**config.mk**
```make
export PLATFORM = sky130hd
export DESIGN_NAME = battery_sense_ema_classifier_top
export DESIGN_NICKNAME = d
export VERILOG_FILES = /design/src/rtl/core/bsec_pkg.sv /design/src/rtl/core/battery_sense_ema_classifier_top.sv /design/src/rtl/core/bsec_front.sv /design/src/rtl/core/bsec_queue.sv /design/src/rtl/core/bsec_div.sv /design/src/rtl/core/bsec_back.sv
export SDC_FILE = /design/constraint.sdc
export NUM_CORES = 2
export LEC_CHECK = 0
export BUFFER_PORTS_ARGS = -buffer_cell sky130_fd_sc_hd__buf_2
export CAP_MARGIN = 20
export CELL_PAD_IN_SITES_DETAIL_PLACEMENT = 0
export CELL_PAD_IN_SITES_GLOBAL_PLACEMENT = 2
export CORE_UTILIZATION = 43
export CTS_BUF_LIST = sky130_fd_sc_hd__clkbuf_4
export CTS_CLUSTER_DIAMETER = 40
export CTS_CLUSTER_SIZE = 30
export DETAILED_ROUTE_END_ITERATION = 12
export PLACE_DENSITY_LB_ADDON = 0.1
export RECOVER_POWER = 100
export SYNTH_ARGS = -nofsm -noshare
export SYNTH_HDL_FRONTEND = slang
export SYNTH_SLANG_ARGS = --single-unit
export TNS_END_PERCENT = 20
```
**constraint.sdc**
```tcl
create_clock -name clock -period 11.7 [get_ports clock]
set_clock_uncertainty 0.15 [all_clocks]
set_input_delay 0.585 -clock clock [delete_from_list [all_inputs] [get_ports clock]]
set_output_delay 0.585 -clock clock [all_outputs]
set_load 0.02 [all_outputs]
```
**src/rtl/core/bsec_pkg.sv**
```systemverilog
`timescale 1ns / 1ps
// bsec_pkg: types and constants shared by the battery sense ema classifier
// no dependencies
package bsec_pkg;

   localparam int MV_W          = 16;
   localparam int SCALE_W       = 22;
   localparam int ALPHA_W       = 9;
   localparam int Q8_W          = 24;
   localparam int CSR_IDX_W     = 3;
   localparam int CSR_DATA_W    = 22;
   localparam int DIV_STEP_BITS = 8;
   localparam int QUEUE_DEPTH   = 2;

   // register indexes on the csr port
   localparam logic [CSR_IDX_W-1:0] CSR_ADC_MV_SCALE     = 3'd0;
   localparam logic [CSR_IDX_W-1:0] CSR_BATTERY_MV_SCALE = 3'd1;
   localparam logic [CSR_IDX_W-1:0] CSR_DETECT_FLOOR_MV  = 3'd2;
   localparam logic [CSR_IDX_W-1:0] CSR_MAX_VALID_MV     = 3'd3;
   localparam logic [CSR_IDX_W-1:0] CSR_MIN_VALID_MV     = 3'd4;
   localparam logic [CSR_IDX_W-1:0] CSR_LOW_MV           = 3'd5;
   localparam logic [CSR_IDX_W-1:0] CSR_CRITICAL_MV      = 3'd6;
   localparam logic [CSR_IDX_W-1:0] CSR_FILTER_ALPHA     = 3'd7;

   localparam logic [SCALE_W-1:0] RST_ADC_MV_SCALE     = 22'd52812;
   localparam logic [SCALE_W-1:0] RST_BATTERY_MV_SCALE = 22'd105625;
   localparam logic [MV_W-1:0]    RST_DETECT_FLOOR_MV  = 16'd1000;
   localparam logic [MV_W-1:0]    RST_MAX_VALID_MV     = 16'd5000;
   localparam logic [MV_W-1:0]    RST_MIN_VALID_MV     = 16'd3000;
   localparam logic [MV_W-1:0]    RST_LOW_MV           = 16'd3500;
   localparam logic [MV_W-1:0]    RST_CRITICAL_MV      = 16'd3300;
   localparam logic [ALPHA_W-1:0] RST_FILTER_ALPHA     = 9'd26;

   localparam logic [ALPHA_W-1:0] ALPHA_FULL = 9'd256;
   localparam logic [MV_W-1:0]    MV_REJECT  = 16'hFFFF;
   localparam logic [MV_W-1:0]    MV_SAT     = 16'hFFFE;
   localparam logic [MV_W-1:0]    MV_MAX     = 16'hFFFF;

   typedef enum logic [1:0] {
      SENSE_NOT_DETECTED = 2'd0,
      SENSE_BELOW_RANGE  = 2'd1,
      SENSE_VALID        = 2'd2,
      SENSE_INVALID      = 2'd3
   } sense_status_type;

   typedef enum logic [1:0] {
      MODE_BATTERY   = 2'd0,
      MODE_EXT_5V    = 2'd1,
      MODE_EXT_24V   = 2'd2,
      MODE_AMBIGUOUS = 2'd3
   } power_mode_type;

   typedef enum logic [2:0] {
      BK_IDLE,
      BK_MUL,
      BK_DIV_START,
      BK_DIV,
      BK_EMA_MUL,
      BK_EMA_ADD,
      BK_EMIT
   } back_state_type;

   typedef struct packed {
      logic [SCALE_W-1:0] adc_mv_scale;
      logic [SCALE_W-1:0] battery_mv_scale;
      logic [MV_W-1:0]    detect_floor_mv;
      logic [MV_W-1:0]    max_valid_mv;
      logic [MV_W-1:0]    min_valid_mv;
      logic [MV_W-1:0]    low_mv;
      logic [MV_W-1:0]    critical_mv;
      logic [ALPHA_W-1:0] filter_alpha;
   } cfg_type;

endpackage

```
**src/rtl/core/battery_sense_ema_classifier_top.sv**
```systemverilog
`timescale 1ns / 1ps
// battery_sense_ema_classifier_top: csr bank, accumulator, queue and back end
// depends on bsec_pkg, bsec_front, bsec_queue, bsec_back
//
// usage:
//  req_* carries one converter sample and the 24 V power-good bit per word.
//  every SAMPLE_COUNT accepted words close a window; each window gives one
//  rsp_* word, other samples give none.
//  csr_* writes one register per word (index 0..7), always ready; write only
//  while the block is idle.
// timing:
//  samples are taken one per cycle while req_ready is high. per window the
//  back end steps through multiply, divider start, the divide-by-SAMPLE_COUNT
//  unit (STEPS = ceil((ADC_BITS + clog2(SAMPLE_COUNT) + 15) / 8) steps of 8
//  quotient bits), ema multiply, ema add and emit.
//  a two-entry queue holds closed windows; with windows shorter than the
//  back end time, req_ready drops on a closing sample until room frees up.
// stall: a held rsp word blocks the back end; sampling continues until a closing sample finds the queue full.
// reset: registers return to defaults, the filter becomes unprimed and the
//  partial window is dropped.
module battery_sense_ema_classifier_top
   import bsec_pkg::*;
#(
   parameter int SAMPLE_COUNT = 16,
   parameter int ADC_BITS     = 12
) (
   input  logic                  clock,
   input  logic                  reset,
   input  logic                  req_valid,
   output logic                  req_ready,
   input  logic [ADC_BITS-1:0]   req_adc_sample,
   input  logic                  req_power_good_24v,
   output logic                  rsp_valid,
   input  logic                  rsp_ready,
   output logic [ADC_BITS-1:0]   rsp_raw_adc,
   output logic [MV_W-1:0]       rsp_adc_mv,
   output logic [MV_W-1:0]       rsp_battery_mv,
   output logic                  rsp_battery_valid,
   output logic                  rsp_battery_low,
   output logic                  rsp_battery_critical,
   output logic                  rsp_external_24v,
   output logic                  rsp_external_powered,
   output logic [1:0]            rsp_power_mode,
   output logic                  rsp_battery_detected,
   output logic                  rsp_source_ambiguous,
   output logic [1:0]            rsp_sense_status,
   input  logic                  csr_valid,
   output logic                  csr_ready,
   input  logic [CSR_IDX_W-1:0]  csr_index,
   input  logic [CSR_DATA_W-1:0] csr_wdata
);

   localparam int SUM_W = ADC_BITS + $clog2(SAMPLE_COUNT);

   cfg_type        cfg_ff, cfg_in;
   logic           q_full, push_valid, pop_valid, pop_ready;
   logic [SUM_W:0] push_data, pop_data;

   assign csr_ready = 1'b1;

   always_comb begin
      cfg_in = cfg_ff;
      if (csr_valid && csr_ready) begin
         case (csr_index)
            CSR_ADC_MV_SCALE:     cfg_in.adc_mv_scale     = csr_wdata[SCALE_W-1:0];
            CSR_BATTERY_MV_SCALE: cfg_in.battery_mv_scale = csr_wdata[SCALE_W-1:0];
            CSR_DETECT_FLOOR_MV:  cfg_in.detect_floor_mv  = csr_wdata[MV_W-1:0];
            CSR_MAX_VALID_MV:     cfg_in.max_valid_mv     = csr_wdata[MV_W-1:0];
            CSR_MIN_VALID_MV:     cfg_in.min_valid_mv     = csr_wdata[MV_W-1:0];
            CSR_LOW_MV:           cfg_in.low_mv           = csr_wdata[MV_W-1:0];
            CSR_CRITICAL_MV:      cfg_in.critical_mv      = csr_wdata[MV_W-1:0];
            CSR_FILTER_ALPHA:     cfg_in.filter_alpha     = csr_wdata[ALPHA_W-1:0];
            default:              cfg_in = cfg_ff;
         endcase
      end
   end

   always_ff @(posedge clock) begin
      if (reset) begin
         cfg_ff.adc_mv_scale     <= RST_ADC_MV_SCALE;
         cfg_ff.battery_mv_scale <= RST_BATTERY_MV_SCALE;
         cfg_ff.detect_floor_mv  <= RST_DETECT_FLOOR_MV;
         cfg_ff.max_valid_mv     <= RST_MAX_VALID_MV;
         cfg_ff.min_valid_mv     <= RST_MIN_VALID_MV;
         cfg_ff.low_mv           <= RST_LOW_MV;
         cfg_ff.critical_mv      <= RST_CRITICAL_MV;
         cfg_ff.filter_alpha     <= RST_FILTER_ALPHA;
      end else begin
         cfg_ff <= cfg_in;
      end
   end

   bsec_front #(
      .SAMPLE_COUNT (SAMPLE_COUNT),
      .ADC_BITS     (ADC_BITS),
      .SUM_W        (SUM_W)
   ) u_front (
      .clock              (clock),
      .reset              (reset),
      .req_valid          (req_valid),
      .req_ready          (req_ready),
      .req_adc_sample     (req_adc_sample),
      .req_power_good_24v (req_power_good_24v),
      .q_full             (q_full),
      .push_valid         (push_valid),
      .push_data          (push_data)
   );

   bsec_queue #(.WIDTH(SUM_W + 1)) u_queue (
      .clock      (clock),
      .reset      (reset),
      .push_valid (push_valid),
      .push_data  (push_data),
      .full       (q_full),
      .pop_valid  (pop_valid),
      .pop_ready  (pop_ready),
      .pop_data   (pop_data)
   );

   bsec_back #(
      .SAMPLE_COUNT (SAMPLE_COUNT),
      .ADC_BITS     (ADC_BITS),
      .SUM_W        (SUM_W)
   ) u_back (
      .clock                (clock),
      .reset                (reset),
      .cfg                  (cfg_ff),
      .pop_valid            (pop_valid),
      .pop_ready            (pop_ready),
      .pop_data             (pop_data),
      .rsp_valid            (rsp_valid),
      .rsp_ready            (rsp_ready),
      .rsp_raw_adc          (rsp_raw_adc),
      .rsp_adc_mv           (rsp_adc_mv),
      .rsp_battery_mv       (rsp_battery_mv),
      .rsp_battery_valid    (rsp_battery_valid),
      .rsp_battery_low      (rsp_battery_low),
      .rsp_battery_critical (rsp_battery_critical),
      .rsp_external_24v     (rsp_external_24v),
      .rsp_external_powered (rsp_external_powered),
      .rsp_power_mode       (rsp_power_mode),
      .rsp_battery_detected (rsp_battery_detected),
      .rsp_source_ambiguous (rsp_source_ambiguous),
      .rsp_sense_status     (rsp_sense_status)
   );

   // reject code appears exactly for a not detected or invalid reading
   assert property (@(posedge clock) disable iff (reset)
      rsp_valid |-> ((rsp_battery_mv == MV_REJECT) ==
                     ((rsp_sense_status == SENSE_NOT_DETECTED) ||
                      (rsp_sense_status == SENSE_INVALID))))
      else $error("battery_mv reject code does not match sense status");

   assert property (@(posedge clock) disable iff (reset)
      (rsp_valid && rsp_battery_critical) |->
         (rsp_battery_detected && rsp_power_mode == MODE_BATTERY))
      else $error("critical flag without a detected battery");

   assert property (@(posedge clock) disable iff (reset)
      (rsp_valid && rsp_battery_valid) |-> (rsp_sense_status == SENSE_VALID))
      else $error("valid flag disagrees with sense status");

   // a closing sample is never pushed into a full queue
   assert property (@(posedge clock) disable iff (reset)
      push_valid |-> !q_full)
      else $error("window pushed into a full queue");

endmodule

```
**src/rtl/core/bsec_front.sv**
```systemverilog
`timescale 1ns / 1ps
// bsec_front: sample window accumulator, pushes one window sum per window
// depends on bsec_pkg
module bsec_front
   import bsec_pkg::*;
#(
   parameter int SAMPLE_COUNT = 16,
   parameter int ADC_BITS     = 12,
   parameter int SUM_W        = 16
) (
   input  logic                clock,
   input  logic                reset,
   input  logic                req_valid,
   output logic                req_ready,
   input  logic [ADC_BITS-1:0] req_adc_sample,
   input  logic                req_power_good_24v,
   input  logic                q_full,
   output logic                push_valid,
   output logic [SUM_W:0]      push_data
);

   localparam int IDX_W = $clog2(SAMPLE_COUNT + 1);
   localparam logic [IDX_W-1:0] LAST_IDX = IDX_W'(SAMPLE_COUNT - 1);

   logic [SUM_W-1:0] sum_ff, sum_in, sum_next;
   logic [IDX_W-1:0] idx_ff, idx_in;
   logic             last, accept;

   assign last       = (idx_ff == LAST_IDX);
   // only the closing word of a window needs room in the queue
   assign req_ready  = !last || !q_full;
   assign accept     = req_valid && req_ready;
   assign sum_next   = sum_ff + SUM_W'(req_adc_sample);
   assign push_valid = accept && last;
   assign push_data  = {sum_next, req_power_good_24v};

   always_comb begin
      sum_in = sum_ff;
      idx_in = idx_ff;
      if (accept) begin
         if (last) begin
            sum_in = '0;
            idx_in = '0;
         end else begin
            sum_in = sum_next;
            idx_in = idx_ff + 1'b1;
         end
      end
   end

   always_ff @(posedge clock) begin
      if (reset) begin
         sum_ff <= '0;
         idx_ff <= '0;
      end else begin
         sum_ff <= sum_in;
         idx_ff <= idx_in;
      end
   end

endmodule

```
**src/rtl/core/bsec_queue.sv**
```systemverilog
`timescale 1ns / 1ps
// bsec_queue: short register queue between the accumulator and the back end
// depends on bsec_pkg
module bsec_queue
   import bsec_pkg::*;
#(
   parameter int WIDTH = 17
) (
   input  logic             clock,
   input  logic             reset,
   input  logic             push_valid,
   input  logic [WIDTH-1:0] push_data,
   output logic             full,
   output logic             pop_valid,
   input  logic             pop_ready,
   output logic [WIDTH-1:0] pop_data
);

   localparam int PTR_W = $clog2(QUEUE_DEPTH);
   localparam int CNT_W = $clog2(QUEUE_DEPTH + 1);
   localparam logic [PTR_W-1:0] LAST_PTR = PTR_W'(QUEUE_DEPTH - 1);
   localparam logic [CNT_W-1:0] FULL_CNT = CNT_W'(QUEUE_DEPTH);

   logic [WIDTH-1:0] entry_ff [QUEUE_DEPTH];
   logic [PTR_W-1:0] wr_ptr_ff, wr_ptr_in, rd_ptr_ff, rd_ptr_in;
   logic [CNT_W-1:0] count_ff, count_in;
   logic             do_push, do_pop;

   assign full      = (count_ff == FULL_CNT);
   assign pop_valid = (count_ff != '0);
   assign pop_data  = entry_ff[rd_ptr_ff];
   assign do_push   = push_valid && !full;
   assign do_pop    = pop_valid && pop_ready;

   always_comb begin
      wr_ptr_in = wr_ptr_ff;
      rd_ptr_in = rd_ptr_ff;
      count_in  = count_ff;
      if (do_push) begin
         wr_ptr_in = (wr_ptr_ff == LAST_PTR) ? '0 : wr_ptr_ff + 1'b1;
      end
      if (do_pop) begin
         rd_ptr_in = (rd_ptr_ff == LAST_PTR) ? '0 : rd_ptr_ff + 1'b1;
      end
      if (do_push && !do_pop) begin
         count_in = count_ff + 1'b1;
      end else if (do_pop && !do_push) begin
         count_in = count_ff - 1'b1;
      end
   end

   always_ff @(posedge clock) begin
      if (reset) begin
         wr_ptr_ff <= '0;
         rd_ptr_ff <= '0;
         count_ff  <= '0;
      end else begin
         wr_ptr_ff <= wr_ptr_in;
         rd_ptr_ff <= rd_ptr_in;
         count_ff  <= count_in;
      end
   end

   always_ff @(posedge clock) begin
      if (do_push) begin
         entry_ff[wr_ptr_ff] <= push_data;
      end
   end

endmodule

```
**src/rtl/core/bsec_div.sv**
```systemverilog
`timescale 1ns / 1ps
// bsec_div: iterative divider by a fixed divisor, several quotient bits per cycle
// depends on bsec_pkg
module bsec_div
   import bsec_pkg::*;
#(
   parameter int WIDTH   = 31,
   parameter int DIVISOR = 16
) (
   input  logic             clock,
   input  logic             reset,
   input  logic             start,
   input  logic [WIDTH-1:0] dividend,
   output logic             busy,
   output logic [WIDTH-1:0] quotient
);

   localparam int STEPS = (WIDTH + DIV_STEP_BITS - 1) / DIV_STEP_BITS;
   localparam int PAD_W = STEPS * DIV_STEP_BITS;
   localparam int REM_W = $clog2(DIVISOR + 1) + 1;
   localparam int CNT_W = $clog2(STEPS + 1);
   localparam logic [REM_W-1:0] DIV_V     = REM_W'(DIVISOR);
   localparam logic [CNT_W-1:0] LAST_STEP = CNT_W'(STEPS - 1);

   logic [PAD_W-1:0] quo_ff, quo_in, quo_step;
   logic [REM_W-1:0] rem_ff, rem_in, rem_step;
   logic [CNT_W-1:0] cnt_ff, cnt_in;
   logic             busy_ff, busy_in;

   // restoring division, remainder stays below the divisor so it is narrow
   always_comb begin
      rem_step = rem_ff;
      quo_step = quo_ff;
      for (int i = 0; i < DIV_STEP_BITS; i++) begin
         rem_step = {rem_step[REM_W-2:0], quo_step[PAD_W-1]};
         quo_step = {quo_step[PAD_W-2:0], 1'b0};
         if (rem_step >= DIV_V) begin
            rem_step    = rem_step - DIV_V;
            quo_step[0] = 1'b1;
         end
      end
   end

   always_comb begin
      quo_in  = quo_ff;
      rem_in  = rem_ff;
      cnt_in  = cnt_ff;
      busy_in = busy_ff;
      if (start) begin
         quo_in  = PAD_W'(dividend);
         rem_in  = '0;
         cnt_in  = '0;
         busy_in = 1'b1;
      end else if (busy_ff) begin
         quo_in = quo_step;
         rem_in = rem_step;
         cnt_in = cnt_ff + 1'b1;
         if (cnt_ff == LAST_STEP) begin
            busy_in = 1'b0;
         end
      end
   end

   always_ff @(posedge clock) begin
      if (reset) begin
         busy_ff <= 1'b0;
         cnt_ff  <= '0;
      end else begin
         busy_ff <= busy_in;
         cnt_ff  <= cnt_in;
      end
   end

   always_ff @(posedge clock) begin
      quo_ff <= quo_in;
      rem_ff <= rem_in;
   end

   assign busy     = busy_ff;
   assign quotient = quo_ff[WIDTH-1:0];

endmodule

```
**src/rtl/core/bsec_back.sv**
```systemverilog
`timescale 1ns / 1ps
// bsec_back: per-window sequencer: scaling, range check, ema filter, classify
// depends on bsec_pkg and bsec_div
module bsec_back
   import bsec_pkg::*;
#(
   parameter int SAMPLE_COUNT = 16,
   parameter int ADC_BITS     = 12,
   parameter int SUM_W        = 16
) (
   input  logic                clock,
   input  logic                reset,
   input  cfg_type             cfg,
   input  logic                pop_valid,
   output logic                pop_ready,
   input  logic [SUM_W:0]      pop_data,
   output logic                rsp_valid,
   input  logic                rsp_ready,
   output logic [ADC_BITS-1:0] rsp_raw_adc,
   output logic [MV_W-1:0]     rsp_adc_mv,
   output logic [MV_W-1:0]     rsp_battery_mv,
   output logic                rsp_battery_valid,
   output logic                rsp_battery_low,
   output logic                rsp_battery_critical,
   output logic                rsp_external_24v,
   output logic                rsp_external_powered,
   output logic [1:0]          rsp_power_mode,
   output logic                rsp_battery_detected,
   output logic                rsp_source_ambiguous,
   output logic [1:0]          rsp_sense_status
);

   localparam int X_W   = SUM_W + SCALE_W;
   localparam int DIV_W = X_W - 7;
   localparam int N_W   = $clog2(SAMPLE_COUNT + 1);
   localparam int LIM_W = MV_W + N_W;
   localparam int CMP_W = (X_W > LIM_W + 16) ? X_W : LIM_W + 16;
   localparam int EMA_W = ALPHA_W + Q8_W;
   localparam logic [LIM_W-1:0] N_LIM     = LIM_W'(SAMPLE_COUNT);
   localparam logic [DIV_W-1:0] RAW_BIAS  = DIV_W'(SAMPLE_COUNT / 2);
   localparam logic [X_W:0]     ADC_BIAS  = (X_W + 1)'(SAMPLE_COUNT * 32768);
   localparam logic [X_W:0]     BATT_BIAS = (X_W + 1)'(SAMPLE_COUNT * 128);

   back_state_type state_ff, state_in;

   logic [SUM_W-1:0]  sum_ff, sum_in;
   logic              pg_ff, pg_in;
   logic [X_W-1:0]    prod_a_ff, prod_a_in, prod_b_ff, prod_b_in;
   logic [LIM_W-1:0]  floor_lim_ff, floor_lim_in, max_lim_ff, max_lim_in;
   sense_status_type  status_ff, status_in;
   logic [EMA_W-1:0]  mul_new_ff, mul_new_in, mul_old_ff, mul_old_in;
   logic [Q8_W-1:0]   filt_ff, filt_in;
   logic              primed_ff, primed_in;

   logic              div_start, div_busy, emit;
   logic [DIV_W-1:0]  div_raw_in, div_adc_in, div_rd_in;
   logic [DIV_W-1:0]  quo_raw, quo_adc, quo_rd;
   logic [X_W:0]      adc_biased, batt_biased;
   logic [CMP_W-1:0]  x_cmp, floor_cmp, max_cmp;
   logic [Q8_W-1:0]   reading;
   logic [ALPHA_W-1:0] alpha_eff;
   logic [EMA_W:0]    ema_sum;
   logic [Q8_W:0]     bmv_sum;
   logic [MV_W:0]     bmv_wide;
   logic [MV_W-1:0]   bmv_sat;
   logic              in_range, valid_v, detected_v;
   sense_status_type  status_out;
   power_mode_type    mode_v;

   // result register
   logic                rsp_valid_ff, rsp_valid_in;
   logic [ADC_BITS-1:0] raw_adc_ff;
   logic [MV_W-1:0]     adc_mv_ff, battery_mv_ff;
   logic                batt_valid_ff, batt_low_ff, batt_crit_ff, ext_24v_ff;
   logic                ext_powered_ff, detected_ff, ambiguous_ff;
   power_mode_type      mode_ff;
   sense_status_type    sense_ff;

   // next state
   always_comb begin
      state_in = state_ff;
      case (state_ff)
         BK_IDLE:      if (pop_valid) state_in = BK_MUL;
         BK_MUL:       state_in = BK_DIV_START;
         BK_DIV_START: state_in = BK_DIV;
         BK_DIV:       if (!div_busy) state_in = BK_EMA_MUL;
         BK_EMA_MUL:   state_in = BK_EMA_ADD;
         BK_EMA_ADD:   state_in = BK_EMIT;
         BK_EMIT:      if (emit) state_in = BK_IDLE;
         default:      state_in = BK_IDLE;
      endcase
   end

   // state outputs
   always_comb begin
      pop_ready = 1'b0;
      div_start = 1'b0;
      emit      = 1'b0;
      case (state_ff)
         BK_IDLE:      pop_ready = 1'b1;
         BK_DIV_START: div_start = 1'b1;
         BK_EMIT:      emit = !rsp_valid_ff || rsp_ready;
         default:      pop_ready = 1'b0;
      endcase
   end

   assign adc_biased  = {1'b0, prod_a_ff} + ADC_BIAS;
   assign batt_biased = {1'b0, prod_b_ff} + BATT_BIAS;
   assign div_raw_in  = DIV_W'(sum_ff) + RAW_BIAS;
   assign div_adc_in  = DIV_W'(adc_biased[X_W:16]);
   assign div_rd_in   = batt_biased[X_W:8];

   bsec_div #(.WIDTH(DIV_W), .DIVISOR(SAMPLE_COUNT)) u_div_raw (
      .clock    (clock),
      .reset    (reset),
      .start    (div_start),
      .dividend (div_raw_in),
      .busy     (div_busy),
      .quotient (quo_raw)
   );

   bsec_div #(.WIDTH(DIV_W), .DIVISOR(SAMPLE_COUNT)) u_div_adc (
      .clock    (clock),
      .reset    (reset),
      .start    (div_start),
      .dividend (div_adc_in),
      .busy     (),
      .quotient (quo_adc)
   );

   bsec_div #(.WIDTH(DIV_W), .DIVISOR(SAMPLE_COUNT)) u_div_rd (
      .clock    (clock),
      .reset    (reset),
      .start    (div_start),
      .dividend (div_rd_in),
      .busy     (),
      .quotient (quo_rd)
   );

   assign x_cmp     = CMP_W'(prod_b_ff);
   assign floor_cmp = CMP_W'({floor_lim_ff, 16'h0000});
   assign max_cmp   = CMP_W'({max_lim_ff, 16'h0000});
   assign reading   = quo_rd[Q8_W-1:0];
   assign alpha_eff = (cfg.filter_alpha > ALPHA_FULL) ? ALPHA_FULL : cfg.filter_alpha;
   assign ema_sum   = (EMA_W + 1)'(mul_new_ff) + (EMA_W + 1)'(mul_old_ff)
                    + (EMA_W + 1)'(128);

   // datapath registers
   always_comb begin
      sum_in       = sum_ff;
      pg_in        = pg_ff;
      prod_a_in    = prod_a_ff;
      prod_b_in    = prod_b_ff;
      floor_lim_in = floor_lim_ff;
      max_lim_in   = max_lim_ff;
      status_in    = status_ff;
      mul_new_in   = mul_new_ff;
      mul_old_in   = mul_old_ff;
      filt_in      = filt_ff;
      primed_in    = primed_ff;
      if (pop_ready && pop_valid) begin
         sum_in = pop_data[SUM_W:1];
         pg_in  = pop_data[0];
      end
      if (state_ff == BK_MUL) begin
         prod_a_in    = X_W'(sum_ff) * X_W'(cfg.adc_mv_scale);
         prod_b_in    = X_W'(sum_ff) * X_W'(cfg.battery_mv_scale);
         floor_lim_in = LIM_W'(cfg.detect_floor_mv) * N_LIM;
         max_lim_in   = LIM_W'(cfg.max_valid_mv) * N_LIM;
      end
      if (state_ff == BK_DIV_START) begin
         if (x_cmp <= floor_cmp) begin
            status_in = SENSE_NOT_DETECTED;
         end else if (x_cmp > max_cmp) begin
            status_in = SENSE_INVALID;
         end else begin
            status_in = SENSE_BELOW_RANGE;
         end
      end
      if (state_ff == BK_EMA_MUL) begin
         mul_new_in = EMA_W'(alpha_eff) * EMA_W'(reading);
         mul_old_in = EMA_W'(ALPHA_FULL - alpha_eff) * EMA_W'(filt_ff);
      end
      if (state_ff == BK_EMA_ADD) begin
         if (status_ff != SENSE_BELOW_RANGE) begin
            // a rejected reading clears the filter
            filt_in   = '0;
            primed_in = 1'b0;
         end else if (!primed_ff) begin
            filt_in   = reading;
            primed_in = 1'b1;
         end else begin
            filt_in = ema_sum[Q8_W+7:8];
         end
      end
   end

   // classification of the finished window
   assign in_range   = (status_ff == SENSE_BELOW_RANGE);
   assign bmv_sum    = {1'b0, filt_ff} + (Q8_W + 1)'(128);
   assign bmv_wide   = bmv_sum[Q8_W:8];
   assign bmv_sat    = (bmv_wide > {1'b0, MV_SAT}) ? MV_SAT : bmv_wide[MV_W-1:0];
   assign valid_v    = in_range && (filt_ff >= {cfg.min_valid_mv, 8'h00});
   assign detected_v = in_range;

   always_comb begin
      status_out = status_ff;
      if (valid_v) begin
         status_out = SENSE_VALID;
      end
      if (detected_v) begin
         mode_v = MODE_BATTERY;
      end else if (pg_ff) begin
         mode_v = MODE_EXT_24V;
      end else if (status_ff == SENSE_INVALID) begin
         mode_v = MODE_AMBIGUOUS;
      end else begin
         mode_v = MODE_EXT_5V;
      end
   end

   assign rsp_valid_in = emit ? 1'b1 : (rsp_ready ? 1'b0 : rsp_valid_ff);

   always_ff @(posedge clock) begin
      if (reset) begin
         state_ff     <= BK_IDLE;
         status_ff    <= SENSE_NOT_DETECTED;
         filt_ff      <= '0;
         primed_ff    <= 1'b0;
         rsp_valid_ff <= 1'b0;
      end else begin
         state_ff     <= state_in;
         status_ff    <= status_in;
         filt_ff      <= filt_in;
         primed_ff    <= primed_in;
         rsp_valid_ff <= rsp_valid_in;
      end
   end

   always_ff @(posedge clock) begin
      sum_ff       <= sum_in;
      pg_ff        <= pg_in;
      prod_a_ff    <= prod_a_in;
      prod_b_ff    <= prod_b_in;
      floor_lim_ff <= floor_lim_in;
      max_lim_ff   <= max_lim_in;
      mul_new_ff   <= mul_new_in;
      mul_old_ff   <= mul_old_in;
      if (emit) begin
         raw_adc_ff     <= quo_raw[ADC_BITS-1:0];
         adc_mv_ff      <= (quo_adc > DIV_W'(MV_MAX)) ? MV_MAX : quo_adc[MV_W-1:0];
         battery_mv_ff  <= in_range ? bmv_sat : MV_REJECT;
         batt_valid_ff  <= valid_v;
         batt_low_ff    <= in_range && (bmv_sat <= cfg.low_mv);
         batt_crit_ff   <= in_range && (bmv_sat <= cfg.critical_mv);
         ext_24v_ff     <= pg_ff;
         ext_powered_ff <= (mode_v == MODE_EXT_5V) || (mode_v == MODE_EXT_24V);
         mode_ff        <= mode_v;
         detected_ff    <= detected_v;
         ambiguous_ff   <= (detected_v && pg_ff) || (status_ff == SENSE_INVALID);
         sense_ff       <= status_out;
      end
   end

   assign rsp_valid            = rsp_valid_ff;
   assign rsp_raw_adc          = raw_adc_ff;
   assign rsp_adc_mv           = adc_mv_ff;
   assign rsp_battery_mv       = battery_mv_ff;
   assign rsp_battery_valid    = batt_valid_ff;
   assign rsp_battery_low      = batt_low_ff;
   assign rsp_battery_critical = batt_crit_ff;
   assign rsp_external_24v     = ext_24v_ff;
   assign rsp_external_powered = ext_powered_ff;
   assign rsp_power_mode       = mode_ff;
   assign rsp_battery_detected = detected_ff;
   assign rsp_source_ambiguous = ambiguous_ff;
   assign rsp_sense_status     = sense_ff;

endmodule
```
==> results.yml <==
run:
  cap_violations: 18
global_route:
  grt_max_degree: 70
  grtUsageTotal_pct: 24.5
  grt_pass1_vias: 48700
  grt_pass1_wl_mm: 284
  antenna_found_initial: 14
  grt.overflow.total: 0
synth:
  ys.warnings.count: 0
  async_flop_share_pct: 0
  ys_ff_latch: 574
  synth_top_family_by_area: "adder cells"
  synth_area_um2: 64200
  synth-xor-area-share_pct: 3.23
  synthCells: 6813
  synth_cell_type_count: 76
  syn_area_per_cell_um2: 9.42
  yosysSeqAreaShare_pct: 23.3
  synthMuxAreaShare_pct: 0.903
  synth-adder-area-share_pct: 40.9
  synth_compound_area_share_pct: 6.54
  synthSimpleGateAreaFrac_pct: 15.6
  ys.flop_type: "edfxtp_1"
  synth_edf_count: 347
detailed_routing:
  wl_per_cell_um: 20.1
  vias: 45700
  dr.pass1.iters: 5
  drt-total-wl_mm: 179
  viasPerCell: 5.11
  drtIter0Drc: 2180
  postRouteAntennaNets: 0
  drc_errors: 0
cts:
  cts_sinks: 574
  cts_max_level: 3
  numCtsBuffers: 114
  clock_latency_ns: 1.14
  clock-root-buffer: "clkbuf_4"
  cts_resized: 0
  clk_pin_slew_ns: 0.11
  cts_tree: "yes"
  postCtsSetupBuffers: 0
  cts_max_path_buffers: 3
floorplan:
  die_x_um: 388
  io_pins: 101
  core-area_um2: 148000
  die_h_um: 388
  row_count: 141
  start_util_pct: 43.4
  dieArea_um2: 151000
sta:
  finalHoldViolCount: 0
  min_period_ns: 9.91
  grt_setup_unrepaired: "false"
  worst_pin_slew_ns: 4.00
  setup_ws_ns: 1.79
  max_freq_mhz: 101
  slew_headroom_pct: -166
  tns_ns: 0
  finalCritPeriodShare_pct: 84.7
  setup_viol: 0
  finalMaxSlewViolations: 759
placement:
  io_buffers: 99
  gp_congestion: 0.841
  hpwlAfterDp_mm: 136
  post-place-ws_ns: 2.59
worst_hold_path:
  hold_depth: 4
  min_path_type: "input pin to flop"
worst_setup_path:
  end_kind: "flop"
  arrival_ns: 10.65
  critPathKind: "flop to flop"
  rr_worst_depth: 27
  worst-path-max-fanout: 26
  cp-start-kind: "flop"
  required_ns: 12.43
cells_and_area:
  nFillCells: 14500
  multi_input_area_um2: 43400
  seq_area_um2: 15000
  layout_commonest_cell: "inv_1"
  mostFrequentLayoutCells: "inv_1 (1271), nand2_1 (1157), fa_1 (984)"
  area_growth_pct: 7.76
  layout.nets: 8445
  drive_gt1_share_pct: 5.56
run_status:
  violations: "max-capacitance violations, max-slew violations"
  status: "finished, violations left"
-- routing by layer --
layer	global-route usage, %	routed length (um)
met5	0	58
met4	5.80	3810
met3	2.96	7470
met2	42.8	88700
met1	32.3	79100
-- through the flow --
| stage | util, % | instances | instance area, um^2 | hold WS, ns |
|---|---|---|---|---|
| floorplan | - | 6855 | 64300 | 0.258 |
| global placement | 45.1 | 8648 | 66800 | 0.263 |
| detailed placement | 45.1 | 8649 | 66800 | 0.265 |
| CTS | 46.9 | 8925 | 69400 | 0.0118 |
| global route | 46.7 | 8933 | 69200 | 0.0833 |
| finish | 46.7 | 8934 | 69200 | 0.159 |
-- final timing paths --
check,startpoint,to,slack [ns]
hold / removal,csr_wdata[21],cfg_ff[132]$_SDFFE_PP0P_,0.16
setup / recovery,cfg_ff[0]$_SDFFE_PP0P_,u_back.mul_old_ff[31]$_DFFE_PP_,1.79
setup reg to reg,cfg_ff[0]$_SDFFE_PP0P_,u_back.mul_old_ff[31]$_DFFE_PP_,1.79
hold reg to reg,cfg_ff[62]$_SDFFE_PP0P_,u_back.max_lim_ff[9]$_DFFE_PP_,0.28
-- what timing repair did --
action                     in CTS  in global routing
hold endpoints to repair      205                  0
setup endpoints to repair       0                  0
hold buffers                   58                  0
-- cell usage after synthesis (6+ instances only) --
library cell	number	area share, %
mux2_2	23	0.40
clkbuf_1	301	1.8
nor2b_1	39	0.38
dfxtp_1	227	7.1
a211oi_1	18	0.21
nor4_1	16	0.16
o21bai_1	18	0.21
and3_1	37	0.36
o2111ai_1	6	0.082
a21boi_0	12	0.14
and2_1	440	4.3
clkbuf_2	9	0.070
a211o_1	6	0.082
xnor2_1	154	2.1
or3_1	12	0.12
o211ai_1	32	0.37
o21a_1	38	0.44
nand4_1	34	0.33
or2_2	21	0.20
o31ai_1	12	0.14
a21o_1	58	0.68
nand2b_1	34	0.33
nand2_1	1157	6.8
xor2_1	83	1.1
nand3_1	96	0.75
ha_1	524	10
a311oi_1	7	0.096
mux2i_1	32	0.50
fa_1	984	31
edfxtp_1	347	16
inv_1	1271	7.4
a22oi_1	35	0.41
a21oi_1	225	1.8
nor3_1	46	0.36
and4_1	7	0.096
o21ai_0	134	1.0
a31oi_1	16	0.16
or4_1	9	0.11
buf_1	16	0.094
nor2_1	201	1.2
-- logic make-up after synthesis --
logic type	count (synthesis)
compound gates	667
other cells	2
buf+inv	1602
mux	55
simple gates	2166
fa+ha+maj	1510
flops	574
xor+xnor	237
-- area by class of cell --
cell class	instances	area share [%]
Multi-Input combinational cell	4679	62.7
Sequential cell	574	21.6
Inverter	1271	6.90
Tap cell	1930	3.49
Timing Repair Buffer	254	2.40
Clock buffer	130	1.41
Clock inverter	88	1.41
Antenna cell	8	0.0289
-- registers in the layout, summed over array words and instances, names as in the netlist, 22 cells and up --
name and count:
u_back.prod_a_ff 22, u_back.mul_new_ff 32, u_back.u_div_raw.quo_ff 32, u_back.u_div_rd.quo_ff 32, u_back.prod_b_ff 38, u_back.u_div_adc.quo_ff 32, u_back.filt_ff 24, u_back.mul_old_ff 32
u_queue.entry_ff 34, cfg_ff 133
-- critical path, cell delays in order (launching register included) --
cell       delay (ns)
dfxtp_1          0.35
nor2b_4          0.60
clkbuf_1         1.14
nor3_1           0.29
xnor2_4          0.77
and2_0           0.26
fa_1             0.39
inv_1            0.08
fa_1             0.44
fa_1             0.54
inv_1            0.04
ha_1             0.28
ha_1             0.33
fa_1             0.53
inv_1            0.05
fa_1             0.53
inv_1            0.05
ha_1             0.35
a21o_1           0.19
a21oi_1          0.20
o31ai_1          0.15
o31ai_1          0.43
or4_1            0.21
a31oi_1          0.18
o41ai_1          0.60
o2111ai_1        0.21
a21oi_1          0.21
xnor2_1          0.08
Power is left out: the tool's default activity adds up to more than one toggle a clock period on the data nets, which glitch-free logic cannot reach.
